$ cat config.mk
export PLATFORM = sky130hd
export DESIGN_NAME = resource_slot_pool_top_flat
export DESIGN_NICKNAME = d
export VERILOG_FILES = /design/src/rsp_pkg.sv /design/src/rsp_req_if.sv /design/src/rsp_rsp_if.sv /design/src/rsp_ram.sv /design/src/rsp_core.sv /design/src/resource_slot_pool_top.sv /design/src/flat_wrapper.sv
export SDC_FILE = /design/constraint.sdc
export NUM_CORES = 2
export LEC_CHECK = 0
export BUFFER_PORTS_ARGS = -buffer_cell sky130_fd_sc_hd__buf_2
export CORE_MARGIN = 4
export CORE_UTILIZATION = 40
export CTS_CLUSTER_SIZE = 8
export DETAILED_ROUTE_END_ITERATION = 10
export PLACE_DENSITY_LB_ADDON = 0.2
export SLEW_MARGIN = 20
export SYNTH_ARGS = -nofsm -noshare
export SYNTH_HDL_FRONTEND = slang
export SYNTH_SLANG_ARGS = --single-unit
$ cat constraint.sdc
create_clock -name clock -period 16.6 [get_ports clock]
set_clock_uncertainty 0.1 [all_clocks]
set_input_delay 4.15 -clock clock [delete_from_list [all_inputs] [get_ports clock]]
set_output_delay 4.15 -clock clock [all_outputs]
set_load 0.02 [all_outputs]
$ cat src/rsp_pkg.sv
// ----------------------------------------------------------------------------
// rsp_pkg
// Shared types and codes of the resource slot pool.
// ----------------------------------------------------------------------------
package rsp_pkg;

   localparam int unsigned DEFAULT_CAP = 8;
   localparam int unsigned MASK_BITS   = 16;

   localparam logic [2:0] OP_ACQUIRE = 3'd0;
   localparam logic [2:0] OP_RELEASE = 3'd1;
   localparam logic [2:0] OP_SWEEP   = 3'd2;
   localparam logic [2:0] OP_PREWARM = 3'd3;
   localparam logic [2:0] OP_TICK    = 3'd4;

   localparam logic [1:0] ST_OK        = 2'd0;
   localparam logic [1:0] ST_FULL      = 2'd1;
   localparam logic [1:0] ST_CREATE    = 2'd2;
   localparam logic [1:0] ST_NOT_FOUND = 2'd3;

   localparam logic CSR_ACTIVE_SLOTS = 1'b0;
   localparam logic CSR_IDLE_LIMIT   = 1'b1;

   typedef struct packed {
      logic [2:0]  operation;
      logic [3:0]  slot_handle;
      logic [15:0] valid_mask;
      logic [15:0] create_mask;
      logic [4:0]  prewarm_limit;
   } req_type;

   typedef struct packed {
      logic [1:0]  status;
      logic [3:0]  slot_index;
      logic [31:0] slot_use_count;
      logic [4:0]  changed_count;
      logic [4:0]  available;
      logic [4:0]  busy_total;
      logic [4:0]  idle_total;
      logic [31:0] acquired_total;
      logic [31:0] released_total;
      logic [31:0] failure_total;
      logic [31:0] full_total;
   } rsp_type;

   function automatic logic [31:0] sat_inc(input logic [31:0] v);
      return (v == 32'hFFFF_FFFF) ? v : v + 32'd1;
   endfunction

endpackage

$ cat src/rsp_req_if.sv
// ----------------------------------------------------------------------------
// rsp_req_if
// Request channel: operation beat with masks and handle.
// ----------------------------------------------------------------------------
interface rsp_req_if;
   logic        valid;
   logic        ready;
   logic [2:0]  operation;
   logic [3:0]  slot_handle;
   logic [15:0] valid_mask;
   logic [15:0] create_mask;
   logic [4:0]  prewarm_limit;

   modport source (output valid, operation, slot_handle, valid_mask, create_mask,
                   prewarm_limit, input ready);
   modport sink   (input valid, operation, slot_handle, valid_mask, create_mask,
                   prewarm_limit, output ready);
endinterface

$ cat src/rsp_rsp_if.sv
// ----------------------------------------------------------------------------
// rsp_rsp_if
// Response channel: one result beat per request.
// ----------------------------------------------------------------------------
interface rsp_rsp_if;
   logic        valid;
   logic        ready;
   logic [1:0]  status;
   logic [3:0]  slot_index;
   logic [31:0] slot_use_count;
   logic [4:0]  changed_count;
   logic [4:0]  available;
   logic [4:0]  busy_total;
   logic [4:0]  idle_total;
   logic [31:0] acquired_total;
   logic [31:0] released_total;
   logic [31:0] failure_total;
   logic [31:0] full_total;

   modport source (output valid, status, slot_index, slot_use_count, changed_count,
                   available, busy_total, idle_total, acquired_total,
                   released_total, failure_total, full_total, input ready);
   modport sink   (input valid, status, slot_index, slot_use_count, changed_count,
                   available, busy_total, idle_total, acquired_total,
                   released_total, failure_total, full_total, output ready);
endinterface

$ cat src/rsp_ram.sv
// ----------------------------------------------------------------------------
// rsp_ram
// Generic single-write, single-read RAM with registered read data.
// ----------------------------------------------------------------------------
module rsp_ram #(
   parameter int WIDTH = 32,
   parameter int DEPTH = 16
) (
   input  logic                                   clock,
   input  logic                                   we,
   input  logic [(DEPTH > 1 ? $clog2(DEPTH) : 1)-1:0] waddr,
   input  logic [WIDTH-1:0]                       wdata,
   input  logic [(DEPTH > 1 ? $clog2(DEPTH) : 1)-1:0] raddr,
   output logic [WIDTH-1:0]                       rdata
);
   logic [WIDTH-1:0] mem [DEPTH];
   logic [WIDTH-1:0] rdata_ff;

   always_ff @(posedge clock) begin
      if (we) begin
         mem[waddr] <= wdata;
      end
      rdata_ff <= mem[raddr];
   end

   assign rdata = rdata_ff;
endmodule

$ cat src/rsp_core.sv
// ----------------------------------------------------------------------------
// rsp_core
// Slot scan sequencer: slot flags, counters and the tick and use-count RAMs.
// ----------------------------------------------------------------------------
module rsp_core
   import rsp_pkg::*;
#(
   parameter int NUM_SLOTS = 16
) (
   input  logic                              clock,
   input  logic                              reset,
   input  logic                              req_valid,
   output logic                              req_ready,
   input  req_type                           req,
   input  logic [$clog2(NUM_SLOTS+1)-1:0]    cap,
   input  logic [15:0]                       idle_limit,
   output logic                              done,
   input  logic                              taken,
   output rsp_type                           result
);
   localparam int IW = (NUM_SLOTS > 1) ? $clog2(NUM_SLOTS) : 1;
   localparam int CW = $clog2(NUM_SLOTS + 1);
   localparam int WW = (CW > 5) ? CW : 5;

   typedef enum logic [3:0] {
      S_IDLE, S_ACQ0, S_ACQ1, S_USE_RD, S_USE_WR, S_REL,
      S_SW_RD, S_SW_CK, S_PRE, S_DONE
   } state_type;

   state_type       state_ff;
   req_type         req_ff;
   logic [IW-1:0]   idx_ff, index_ff;
   logic            reuse_ff;
   logic [1:0]      status_ff;
   logic [31:0]     uses_ff;
   logic [CW-1:0]   changed_ff, busy_cnt_ff, idle_cnt_ff;
   logic [31:0]     now_ff;
   logic [31:0]     stat_ff [4];
   logic [NUM_SLOTS-1:0] busy_ff, holds_ff, uvld_ff;

   logic            last;
   logic            vbit, cbit;
   logic [63:0]     vm64, cm64;
   logic [CW-1:0]   changed_in;

   logic            tick_we;
   logic [IW-1:0]   tick_waddr, tick_raddr;
   logic [31:0]     tick_rdata;
   logic            use_we;
   logic [31:0]     use_wdata, use_rdata, use_cur;

   assign last = (CW'(CW'(idx_ff) + CW'(1)) == cap);
   assign vm64 = 64'(req_ff.valid_mask);
   assign cm64 = 64'(req_ff.create_mask);
   assign vbit = vm64[6'(idx_ff)];
   assign cbit = cm64[6'(idx_ff)];
   assign changed_in = CW'(changed_ff + CW'(1));
   assign use_cur = uvld_ff[index_ff] ? use_rdata : 32'd0;
   assign use_wdata = sat_inc(use_cur);

   always_comb begin
      tick_we = 1'b0;
      tick_waddr = idx_ff;
      if (state_ff == S_REL) begin
         tick_waddr = IW'(req_ff.slot_handle);
         tick_we = (8'(req_ff.slot_handle) < 8'(cap))
                   && busy_ff[IW'(req_ff.slot_handle)];
      end else if (state_ff == S_PRE) begin
         tick_we = !holds_ff[idx_ff] && cbit;
      end
   end

   assign tick_raddr = idx_ff;
   assign use_we = (state_ff == S_USE_WR);

   rsp_ram #(.WIDTH(32), .DEPTH(NUM_SLOTS)) u_tick_ram (
      .clock (clock), .we (tick_we), .waddr (tick_waddr), .wdata (now_ff),
      .raddr (tick_raddr), .rdata (tick_rdata)
   );

   rsp_ram #(.WIDTH(32), .DEPTH(NUM_SLOTS)) u_use_ram (
      .clock (clock), .we (use_we), .waddr (index_ff), .wdata (use_wdata),
      .raddr (index_ff), .rdata (use_rdata)
   );

   always_ff @(posedge clock) begin
      if (reset) begin
         state_ff    <= S_IDLE;
         busy_ff     <= '0;
         holds_ff    <= '0;
         uvld_ff     <= '0;
         now_ff      <= '0;
         busy_cnt_ff <= '0;
         idle_cnt_ff <= '0;
         for (int k = 0; k < 4; k++) begin
            stat_ff[k] <= '0;
         end
      end else begin
         unique case (state_ff)
            S_IDLE: begin
               if (req_valid) begin
                  req_ff     <= req;
                  idx_ff     <= '0;
                  index_ff   <= '0;
                  changed_ff <= '0;
                  status_ff  <= ST_OK;
                  uses_ff    <= '0;
                  reuse_ff   <= 1'b0;
                  unique case (req.operation)
                     OP_ACQUIRE: state_ff <= S_ACQ0;
                     OP_RELEASE: state_ff <= S_REL;
                     OP_SWEEP:   state_ff <= (idle_limit == 16'd0) ? S_DONE : S_SW_RD;
                     OP_PREWARM: state_ff <= (req.prewarm_limit == 5'd0) ? S_DONE : S_PRE;
                     OP_TICK: begin
                        now_ff   <= now_ff + 32'd1;
                        state_ff <= S_DONE;
                     end
                     default:    state_ff <= S_DONE;
                  endcase
               end
            end
            S_ACQ0: begin
               if (!busy_ff[idx_ff] && holds_ff[idx_ff] && vbit) begin
                  reuse_ff <= 1'b1;
                  index_ff <= idx_ff;
                  state_ff <= S_USE_RD;
               end else begin
                  // drop a stale idle resource on the way
                  if (!busy_ff[idx_ff] && holds_ff[idx_ff]) begin
                     holds_ff[idx_ff] <= 1'b0;
                     if (idle_cnt_ff != '0) idle_cnt_ff <= idle_cnt_ff - CW'(1);
                  end
                  if (last) begin
                     idx_ff   <= '0;
                     state_ff <= S_ACQ1;
                  end else begin
                     idx_ff <= IW'(idx_ff + IW'(1));
                  end
               end
            end
            S_ACQ1: begin
               if (!holds_ff[idx_ff]) begin
                  if (cbit) begin
                     index_ff <= idx_ff;
                     state_ff <= S_USE_RD;
                  end else begin
                     status_ff  <= ST_CREATE;
                     stat_ff[2] <= sat_inc(stat_ff[2]);
                     state_ff   <= S_DONE;
                  end
               end else if (last) begin
                  status_ff  <= ST_FULL;
                  stat_ff[3] <= sat_inc(stat_ff[3]);
                  state_ff   <= S_DONE;
               end else begin
                  idx_ff <= IW'(idx_ff + IW'(1));
               end
            end
            S_USE_RD: state_ff <= S_USE_WR;
            S_USE_WR: begin
               if (reuse_ff && idle_cnt_ff != '0) idle_cnt_ff <= idle_cnt_ff - CW'(1);
               holds_ff[index_ff] <= 1'b1;
               busy_ff[index_ff]  <= 1'b1;
               uvld_ff[index_ff]  <= 1'b1;
               uses_ff     <= use_wdata;
               busy_cnt_ff <= CW'(busy_cnt_ff + CW'(1));
               stat_ff[0]  <= sat_inc(stat_ff[0]);
               state_ff    <= S_DONE;
            end
            S_REL: begin
               if (tick_we) begin
                  busy_ff[tick_waddr] <= 1'b0;
                  if (busy_cnt_ff != '0) busy_cnt_ff <= busy_cnt_ff - CW'(1);
                  idle_cnt_ff <= CW'(idle_cnt_ff + CW'(1));
                  stat_ff[1]  <= sat_inc(stat_ff[1]);
                  index_ff    <= tick_waddr;
               end else begin
                  status_ff <= ST_NOT_FOUND;
               end
               state_ff <= S_DONE;
            end
            S_SW_RD: state_ff <= S_SW_CK;
            S_SW_CK: begin
               if (!busy_ff[idx_ff] && holds_ff[idx_ff]
                   && (now_ff - tick_rdata) >= 32'(idle_limit)) begin
                  holds_ff[idx_ff] <= 1'b0;
                  if (idle_cnt_ff != '0) idle_cnt_ff <= idle_cnt_ff - CW'(1);
                  changed_ff <= changed_in;
               end
               if (last) begin
                  state_ff <= S_DONE;
               end else begin
                  idx_ff   <= IW'(idx_ff + IW'(1));
                  state_ff <= S_SW_RD;
               end
            end
            S_PRE: begin
               if (tick_we) begin
                  holds_ff[idx_ff] <= 1'b1;
                  busy_ff[idx_ff]  <= 1'b0;
                  idle_cnt_ff <= CW'(idle_cnt_ff + CW'(1));
                  changed_ff  <= changed_in;
               end
               if (last || (tick_we && WW'(changed_in) >= WW'(req_ff.prewarm_limit))) begin
                  state_ff <= S_DONE;
               end else begin
                  idx_ff <= IW'(idx_ff + IW'(1));
               end
            end
            S_DONE: begin
               if (taken) state_ff <= S_IDLE;
            end
            default: state_ff <= S_IDLE;
         endcase
      end
   end

   assign req_ready = (state_ff == S_IDLE);
   assign done      = (state_ff == S_DONE);

   always_comb begin
      result.status         = status_ff;
      result.slot_index     = 4'(index_ff);
      result.slot_use_count = uses_ff;
      result.changed_count  = 5'(changed_ff);
      result.available      = (cap > busy_cnt_ff) ? 5'(cap - busy_cnt_ff) : 5'd0;
      result.busy_total     = 5'(busy_cnt_ff);
      result.idle_total     = 5'(idle_cnt_ff);
      result.acquired_total = stat_ff[0];
      result.released_total = stat_ff[1];
      result.failure_total  = stat_ff[2];
      result.full_total     = stat_ff[3];
   end
endmodule

$ cat src/resource_slot_pool_top.sv
// ----------------------------------------------------------------------------
// resource_slot_pool_top
// Resource slot pool with idle timeout: registers, result buffer, sequencer.
// ----------------------------------------------------------------------------
//  channel  | dir | handshake     | payload
//  req_bus  | in  | valid/ready   | operation, handle, masks, prewarm_limit
//  rsp_bus  | out | valid/ready   | status, slot, counts, statistics
//  csr_*    | in  | write enable  | index 0 active_slots, 1 idle_limit
//
// One request at a time. The acquire and prewarm slot scans visit one slot per
// cycle; the sweep scan reads each slot's tick from the tick RAM before it
// checks that slot.
// Synchronous active-high reset clears all flags and counters; no clear pass.
// A result held in the output buffer stalls only the next completion.
// ----------------------------------------------------------------------------
module resource_slot_pool_top
   import rsp_pkg::*;
#(
   parameter int NUM_SLOTS = 16
) (
   input  logic        clock,
   input  logic        reset,
   rsp_req_if.sink     req_bus,
   rsp_rsp_if.source   rsp_bus,
   input  logic        csr_we,
   input  logic        csr_index,
   input  logic [15:0] csr_wdata
);
   localparam int CW = $clog2(NUM_SLOTS + 1);

   logic [4:0]    active_ff;
   logic [15:0]   limit_ff;
   logic [4:0]    cap_raw;
   logic [CW-1:0] cap;
   req_type       req;
   rsp_type       result, out_ff;
   logic          out_vld_ff;
   logic          done, taken;

   always_ff @(posedge clock) begin
      if (reset) begin
         active_ff <= 5'(DEFAULT_CAP);
         limit_ff  <= '0;
      end else if (csr_we) begin
         unique case (csr_index)
            CSR_ACTIVE_SLOTS: active_ff <= csr_wdata[4:0];
            CSR_IDLE_LIMIT:   limit_ff  <= csr_wdata;
            default:          ;
         endcase
      end
   end

   assign cap_raw = (active_ff == 5'd0) ? 5'(DEFAULT_CAP) : active_ff;
   assign cap = (8'(cap_raw) > 8'(NUM_SLOTS)) ? CW'(NUM_SLOTS) : CW'(cap_raw);

   assign req.operation     = req_bus.operation;
   assign req.slot_handle   = req_bus.slot_handle;
   assign req.valid_mask    = req_bus.valid_mask;
   assign req.create_mask   = req_bus.create_mask;
   assign req.prewarm_limit = req_bus.prewarm_limit;

   rsp_core #(.NUM_SLOTS(NUM_SLOTS)) u_core (
      .clock      (clock),
      .reset      (reset),
      .req_valid  (req_bus.valid),
      .req_ready  (req_bus.ready),
      .req        (req),
      .cap        (cap),
      .idle_limit (limit_ff),
      .done       (done),
      .taken      (taken),
      .result     (result)
   );

   // load the buffer when it is empty or its beat leaves this cycle
   assign taken = done && (!out_vld_ff || rsp_bus.ready);

   always_ff @(posedge clock) begin
      if (reset) begin
         out_vld_ff <= 1'b0;
      end else if (taken) begin
         out_vld_ff <= 1'b1;
      end else if (rsp_bus.ready) begin
         out_vld_ff <= 1'b0;
      end
      if (taken) out_ff <= result;
   end

   assign rsp_bus.valid          = out_vld_ff;
   assign rsp_bus.status         = out_ff.status;
   assign rsp_bus.slot_index     = out_ff.slot_index;
   assign rsp_bus.slot_use_count = out_ff.slot_use_count;
   assign rsp_bus.changed_count  = out_ff.changed_count;
   assign rsp_bus.available      = out_ff.available;
   assign rsp_bus.busy_total     = out_ff.busy_total;
   assign rsp_bus.idle_total     = out_ff.idle_total;
   assign rsp_bus.acquired_total = out_ff.acquired_total;
   assign rsp_bus.released_total = out_ff.released_total;
   assign rsp_bus.failure_total  = out_ff.failure_total;
   assign rsp_bus.full_total     = out_ff.full_total;

`ifndef SYNTHESIS
   a_one_at_a_time: assert property (@(posedge clock) disable iff (reset)
      (req_bus.valid && req_bus.ready) |=> !req_bus.ready)
      else $error("request accepted while previous one in flight");
   a_slot_bound: assert property (@(posedge clock) disable iff (reset)
      out_vld_ff |-> (8'(out_ff.busy_total) + 8'(out_ff.idle_total) <= 8'(NUM_SLOTS)))
      else $error("busy plus idle exceeds slot count");
   a_fail_no_slot: assert property (@(posedge clock) disable iff (reset)
      (out_vld_ff && out_ff.status != ST_OK) |->
      (out_ff.slot_index == 4'd0 && out_ff.slot_use_count == 32'd0))
      else $error("failed operation reports a slot");
`endif
endmodule

$ cat src/flat_wrapper.sv
// flat-port wrapper written by rule: the top's interface ports become plain ports
module resource_slot_pool_top_flat import rsp_pkg::*;
#(
   parameter int NUM_SLOTS = 16
)
  (clock, reset, csr_we, csr_index, csr_wdata, req_bus_valid, req_bus_operation, req_bus_slot_handle, req_bus_valid_mask, req_bus_create_mask, req_bus_prewarm_limit, req_bus_ready, rsp_bus_valid, rsp_bus_status, rsp_bus_slot_index, rsp_bus_slot_use_count, rsp_bus_changed_count, rsp_bus_available, rsp_bus_busy_total, rsp_bus_idle_total, rsp_bus_acquired_total, rsp_bus_released_total, rsp_bus_failure_total, rsp_bus_full_total, rsp_bus_ready);
  rsp_req_if req_bus_i ();
  rsp_rsp_if rsp_bus_i ();
  input  logic clock;
  input  logic reset;
  input  logic csr_we;
  input  logic csr_index;
  input  logic [15:0] csr_wdata;
  input wire logic [$bits(req_bus_i.valid)-1:0] req_bus_valid;
  input wire logic [$bits(req_bus_i.operation)-1:0] req_bus_operation;
  input wire logic [$bits(req_bus_i.slot_handle)-1:0] req_bus_slot_handle;
  input wire logic [$bits(req_bus_i.valid_mask)-1:0] req_bus_valid_mask;
  input wire logic [$bits(req_bus_i.create_mask)-1:0] req_bus_create_mask;
  input wire logic [$bits(req_bus_i.prewarm_limit)-1:0] req_bus_prewarm_limit;
  output wire logic [$bits(req_bus_i.ready)-1:0] req_bus_ready;
  output wire logic [$bits(rsp_bus_i.valid)-1:0] rsp_bus_valid;
  output wire logic [$bits(rsp_bus_i.status)-1:0] rsp_bus_status;
  output wire logic [$bits(rsp_bus_i.slot_index)-1:0] rsp_bus_slot_index;
  output wire logic [$bits(rsp_bus_i.slot_use_count)-1:0] rsp_bus_slot_use_count;
  output wire logic [$bits(rsp_bus_i.changed_count)-1:0] rsp_bus_changed_count;
  output wire logic [$bits(rsp_bus_i.available)-1:0] rsp_bus_available;
  output wire logic [$bits(rsp_bus_i.busy_total)-1:0] rsp_bus_busy_total;
  output wire logic [$bits(rsp_bus_i.idle_total)-1:0] rsp_bus_idle_total;
  output wire logic [$bits(rsp_bus_i.acquired_total)-1:0] rsp_bus_acquired_total;
  output wire logic [$bits(rsp_bus_i.released_total)-1:0] rsp_bus_released_total;
  output wire logic [$bits(rsp_bus_i.failure_total)-1:0] rsp_bus_failure_total;
  output wire logic [$bits(rsp_bus_i.full_total)-1:0] rsp_bus_full_total;
  input wire logic [$bits(rsp_bus_i.ready)-1:0] rsp_bus_ready;
  assign req_bus_i.valid = req_bus_valid;
  assign req_bus_i.operation = req_bus_operation;
  assign req_bus_i.slot_handle = req_bus_slot_handle;
  assign req_bus_i.valid_mask = req_bus_valid_mask;
  assign req_bus_i.create_mask = req_bus_create_mask;
  assign req_bus_i.prewarm_limit = req_bus_prewarm_limit;
  assign req_bus_ready = req_bus_i.ready;
  assign rsp_bus_valid = rsp_bus_i.valid;
  assign rsp_bus_status = rsp_bus_i.status;
  assign rsp_bus_slot_index = rsp_bus_i.slot_index;
  assign rsp_bus_slot_use_count = rsp_bus_i.slot_use_count;
  assign rsp_bus_changed_count = rsp_bus_i.changed_count;
  assign rsp_bus_available = rsp_bus_i.available;
  assign rsp_bus_busy_total = rsp_bus_i.busy_total;
  assign rsp_bus_idle_total = rsp_bus_i.idle_total;
  assign rsp_bus_acquired_total = rsp_bus_i.acquired_total;
  assign rsp_bus_released_total = rsp_bus_i.released_total;
  assign rsp_bus_failure_total = rsp_bus_i.failure_total;
  assign rsp_bus_full_total = rsp_bus_i.full_total;
  assign rsp_bus_i.ready = rsp_bus_ready;
  resource_slot_pool_top #(.NUM_SLOTS(NUM_SLOTS)) u_core (.clock(clock), .reset(reset), .req_bus(req_bus_i), .rsp_bus(rsp_bus_i), .csr_we(csr_we), .csr_index(csr_index), .csr_wdata(csr_wdata));
endmodule
# Word level (Yosys, flattened, before mapping)
# Memories as Yosys holds them, arrays and structs flattened. A register that Yosys moved wholly into a read port is not among the register bits.
# Index checks and enable logic that the tools add are counted.
# word_totals
regBits,391
ramBits,1152
inputBits,66
output_inout_bits,188
elab_cells,281
memories,3
# mem_list
memory,words,word_bits,read_ports,rd_clocked_by_memory_dff,write_ports,line,text
u_core.u_core.u_tick_ram.mem,16,32,1,1,1,rsp_ram.sv:16,logic [WIDTH-1:0] mem [DEPTH];
u_core.u_core.u_use_ram.mem,16,32,1,1,1,rsp_ram.sv:16,
u_core.u_core.stat_ff,4,32,4,0,4,rsp_core.sv:38,logic [31:0] stat_ff [4];
# classes
add_sub_neg,15
order_cmp,13
n_eq_ne,39
n_mux,114
n_bitwise,15
n_reduce_logical,51
# op_table
operator,n
$mux 32,11
$add 32x1->32 const B,6
$eq 32x32->1 const B,5
$mux 16,6
$mux 4,21
$mux 5,13
$or 16x16->16,4
$pmux 16 s4,1
$pmux 32 s2,1
$and 16x16->16,3
$pmux 16 s3,1
$mux 1,37
$pmux 4 s9,1
$ge 32x16->1,1
$not 16->16,2
$pmux 4 s4,2
$sub 32x32->32,1
$ne 2x2->1 const B,14
$bmux 1 s4,6
$lt 4x5->1 const B,4
$pmux 4 s5,1
$pmux 5 s4,1
$reduce_and 6->1,3
$eq 4x3->1 const B,4
other kinds (45),98

# Logic depth before layout (Yosys ltp)
# depth
depth_word,12
depth_mapped,22
mapped_depth_nobuf,21

# By module
# A second synthesis with hierarchy kept.
# hier_totals
hier_cells,4055
hier_area_um2,65721.8
# modules_own_cells
module,n_inst,cells_each,area_each_um2,seq_area_each_um2
rsp_ram,2,838,19835.3,16015.4
rsp_core,1,2090,19418.6,8398.1
resource_slot_pool_top,1,289,6632.6,6025.8

# Worst setup path before layout
# Ideal clock, no wire load.
# synth_path
path_type,input -> register
start,in rsp_bus_ready
end,"reg, netlist name u_core.rsp_bus.acquired_total[0]"
setup_ns,0.756
t_arrival_ns,12.450
required_ns,15.744
setup_slack_ns,3.294
stages,2
n_path_buf,0
path_cell_list,nand2b_1 nor2b_1
# synth_via
elab_chain_len,2
# synth_rtl
element,line,text
from (decl),flat_wrapper.sv:33,input wire logic [$bits(rsp_bus_i.ready)-1:0] rsp_bus_ready;
$logic_or 1x1->1,resource_slot_pool_top.sv:76,assign taken = done && (!out_vld_ff || rsp_bus.ready);
$logic_and 1x1->1,resource_slot_pool_top.sv:76,
via u_core.taken,resource_slot_pool_top.sv:38,"logic done, taken;"
# The timed path passes the listed nets, and every way through them passes these cells.
# A chain may end at the register's enable or synchronous reset.

# Worst setup path in the final report
# layout_path
start,reg u_core.u_core.state_ff[2]
end,out req_bus_ready
# layout_via
elab_chain_len,1
# layout_rtl
element,line,text
from (decl),rsp_core.sv:30,state_type state_ff;
from (signal assigned),rsp_core.sv:112,OP_SWEEP: state_ff <= (idle_limit == 16'd0) ? S_DONE : S_SW_RD;
from (signal assigned),rsp_core.sv:113,OP_PREWARM: state_ff <= (req.prewarm_limit == 5'd0) ? S_DONE : S_PRE;
$logic_not 4->1,rsp_core.sv:218,assign req_ready = (state_ff == S_IDLE);
to (decl),flat_wrapper.sv:20,output wire logic [$bits(req_bus_i.ready)-1:0] req_bus_ready;
# No other way between the ends.

==> results.sh <==
export IMPL_finalPower_w=0.0115
export IMPL_critical_path_startpoint_type="flop"
export IMPL_finalNetCount=4351
export IMPL_outcome="complete, no violations"
export IMPL_coreArea_um2=161000
export IMPL_finalSetupTns_ns=0
export IMPL_place_congestion=0.874
export IMPL_drive_above_1_share_pct=23.2
export IMPL_min_period_ns=6.73
export IMPL_cts_htree_levels=4
export IMPL_synth_edf_count=1427
export IMPL_synth_cell_types=87
export IMPL_insertion_delay_ns=0.85
export IMPL_critPathMaxFanout=16
export IMPL_drt_iter0_drc=3356
export IMPL_async_flop_share_pct=0
export IMPL_row_count=147
export IMPL_grt_use_met3_pct=3.81
export IMPL_place_hpwl_um=97100
export IMPL_routedWlPerCell_um=25.3
export IMPL_antenna_found_initial=4
export IMPL_grt_first_pass_wirelength_um=245000
export IMPL_clkSinkCount=1607
export IMPL_critPathArrivalTime_ns=2.48
export IMPL_cts_tree="done"
export IMPL_die_x_um=411
export IMPL_syn_to_final_growth_pct=16.6
export IMPL_clockRootBuffer="clkbuf_16"
export IMPL_path_clk_slew_ns=0.06
export IMPL_ioPinCount=254
export IMPL_gr_usage_met2_pct=31.5
export IMPL_synth_warnings=0
export IMPL_cts_buffer_depth=3
export IMPL_hold_buffers=0
export IMPL_grt_max_degree=132
export IMPL_worstPathRequired_ns=12.35
export IMPL_syn_area_per_cell_um2=17.1
export IMPL_min_path_type="flop to flop"
export IMPL_worst_slew_pin_slew_ns=1.19
export IMPL_max_cap_violations=0
export IMPL_p_leak_nw=24.8
export IMPL_grt_busiest_layer="met2"
export IMPL_grtUsageTotal_pct=19.6
export IMPL_portBuffers=253
export IMPL_synth_seq_cells=1607
export IMPL_grt_remaining_overflow=0
export IMPL_post_cts_buffers=0
export IMPL_setup_viol=0
export IMPL_r2r_setup_slack_ns=10.05
export IMPL_grt_pass1_vias=36100
export IMPL_syn_num_nets=3952
export IMPL_relSlewSlack_pct=19.8
export IMPL_drtPass1Iterations=6
export IMPL_hold_slack_ns=0.315
export IMPL_cts_made_buffers=220
export IMPL_fp_dieArea_um2=169000
export IMPL_drc=0
export IMPL_max_freq_mhz=149
export IMPL_vias=35300
export IMPL_yosysSeqAreaShare_pct=71.6
export IMPL_ant_nets=0
export IMPL_syn_inst=3805
export IMPL_crit_type="flop to output port"
export IMPL_use_met1_pct=26.9
export IMPL_ctsResizeCount=0
export IMPL_min_period_over_period_pct=40.5
export IMPL_synthFlopType="edfxtp_1"
export IMPL_pwr_density_cell_nw_per_um2=152
export IMPL_end_kind="output port"
export IMPL_slew_viol_final=0
export IMPL_die_y_um=411
export IMPL_initial_core_util_pct=40.3
export IMPL_wirelength_um=165000
export IMPL_peakVddDrop_mv=0.128
export IMPL_hold_viol_final=0
export IMPL_rsz0062_at_grt="false"
export IMPL_syn_cell_area_um2=64900
export IMPL_routed_via_density=5.39
## cells in the mapped netlist (18+ instances only)
cell | count | area [µm²]
a21o_1 | 20 | 150
a21oi_1 | 119 | 596
and3_1 | 29 | 181
and4_1 | 19 | 166
buf_1 | 34 | 128
clkbuf_1 | 106 | 398
dfxtp_1 | 180 | 3600
edfxtp_1 | 1427 | 42900
ha_1 | 77 | 963
inv_1 | 99 | 372
mux4_2 | 350 | 7880
nand2_1 | 225 | 845
nand2b_1 | 20 | 125
nand3_1 | 98 | 490
nand4_1 | 44 | 275
nor2_1 | 357 | 1340
nor2b_1 | 18 | 113
nor3_1 | 45 | 225
o21ai_0 | 93 | 465
or3_1 | 28 | 175
xnor2_1 | 75 | 657
xor2_1 | 128 | 1120
## path summary, 6_finish.rpt
check / startpoint / to / cells past startpoint
setup reg to reg: u_core.u_core.now_ff[0]$_SDFFE_PP0P_ / u_core.u_core.changed_ff[3]$_SDFFCE_PP0P_ / 18
hold / removal: u_core.u_core.uses_ff[18]$_SDFFCE_PN0P_ / u_core.rsp_bus.slot_use_count[18]$_DFFE_PP_ / 0
hold reg to reg: u_core.u_core.uses_ff[18]$_SDFFCE_PN0P_ / u_core.rsp_bus.slot_use_count[18]$_DFFE_PP_ / 0
setup / recovery: u_core.u_core.state_ff[2]$_SDFFE_PP0P_ / req_bus_ready / 4
## report_power, final
| part | switching, W | internal [W] | leakage (nW) |
|---|---|---|---|
| clock | 0.00168 | 0.00250 | 3.06 |
| combinational | 0.00134 | 0.00103 | 7.33 |
| sequential | 0.000190 | 0.00477 | 14.4 |
## per-stage QoR
step	instances	area, µm²	setup WS (ns)	util, %
after CTS	6541	75700	9.87	47.0
final	6544	75700	9.87	47.0
after global placement	6142	69200	9.63	43.0
after floorplan	3805	64900	3.29	-
after detailed placement	6142	69200	9.57	43.0
after global routing	6542	75700	9.60	47.0
## state kept, by name, indices dropped and copies added, names as in the netlist, 25 cells and up
signal and count:
u_core.u_core.stat_ff 128, u_core.rsp_bus.slot_use_count 32, u_core.u_core.u_use_ram.rdata 32, u_core.rsp_bus.acquired_total 32, u_core.u_core.u_use_ram.mem 512, u_core.rsp_bus.failure_total 32, u_core.rsp_bus.full_total 32, u_core.u_core.now_ff 32
u_core.u_core.req_ff 25, u_core.u_core.u_tick_ram.mem 512, u_core.u_core.u_tick_ram.rdata 32, u_core.rsp_bus.released_total 32, u_core.u_core.uses_ff 32
## area by class of cell
cell class / count / area [µm²]
Fill cell: 13800 / 85200
Sequential cell: 1607 / 46500
Multi-Input combinational cell: 1944 / 17800
Clock buffer: 384 / 6180
Tap cell: 2160 / 2700
Timing Repair Buffer: 330 / 1900
Inverter: 101 / 379
Clock inverter: 15 / 282
Antenna cell: 3 / 7.51
## cell families (layout without fill, tap and decap cells)
| family | Yosys count | count (layout) | synth area share (%) |
|---|---|---|---|
| compound gates | 347 | 347 | 3.35 |
| xor+xnor | 203 | 203 | 2.74 |
| fa+ha+maj | 82 | 82 | 1.62 |
| buf+inv | 254 | 830 | 1.53 |
| flops | 1607 | 1607 | 71.6 |
| mux | 363 | 363 | 12.4 |
| other cells | 0 | 3 | 0 |
| simple gates | 949 | 949 | 6.82 |
## worst max-delay path: stages (launching register included)
cell	delay (ns)
dfxtp_1	0.49
or2_4	0.35
or3_4	0.41
inv_2	0.19
buf_2	0.20
## cell usage in the layout, fill, tap and decap left out, types with 29 or more instances in the layout
cell type / synthesis / layout
inv_1: 99 / 98
ha_1: 77 / 77
nand4_1: 44 / 44
a21oi_1: 119 / 119
nor2_1: 357 / 328
and3_1: 29 / 29
nor2_4: 1 / 30
xnor2_1: 75 / 72
mux4_2: 350 / 350
xor2_1: 128 / 127
clkbuf_1: 106 / 160
nand3_1: 98 / 98
o21ai_0: 93 / 90
buf_2: 8 / 252
nor3_1: 45 / 40
nand2_1: 225 / 224
dfxtp_1: 180 / 180
edfxtp_1: 1427 / 1427
buf_4: 2 / 74
clkbuf_16: 0 / 222
## metal layers
layer | share of wire, % | vias up
met5 | 0 | -
met4 | 3.1 | 0
met3 | 6.0 | 289
met2 | 48 | 1059
met1 | 43 | 18200
li1 | - | 15700
No activity file was read; power rests on OpenSTA's default activity.
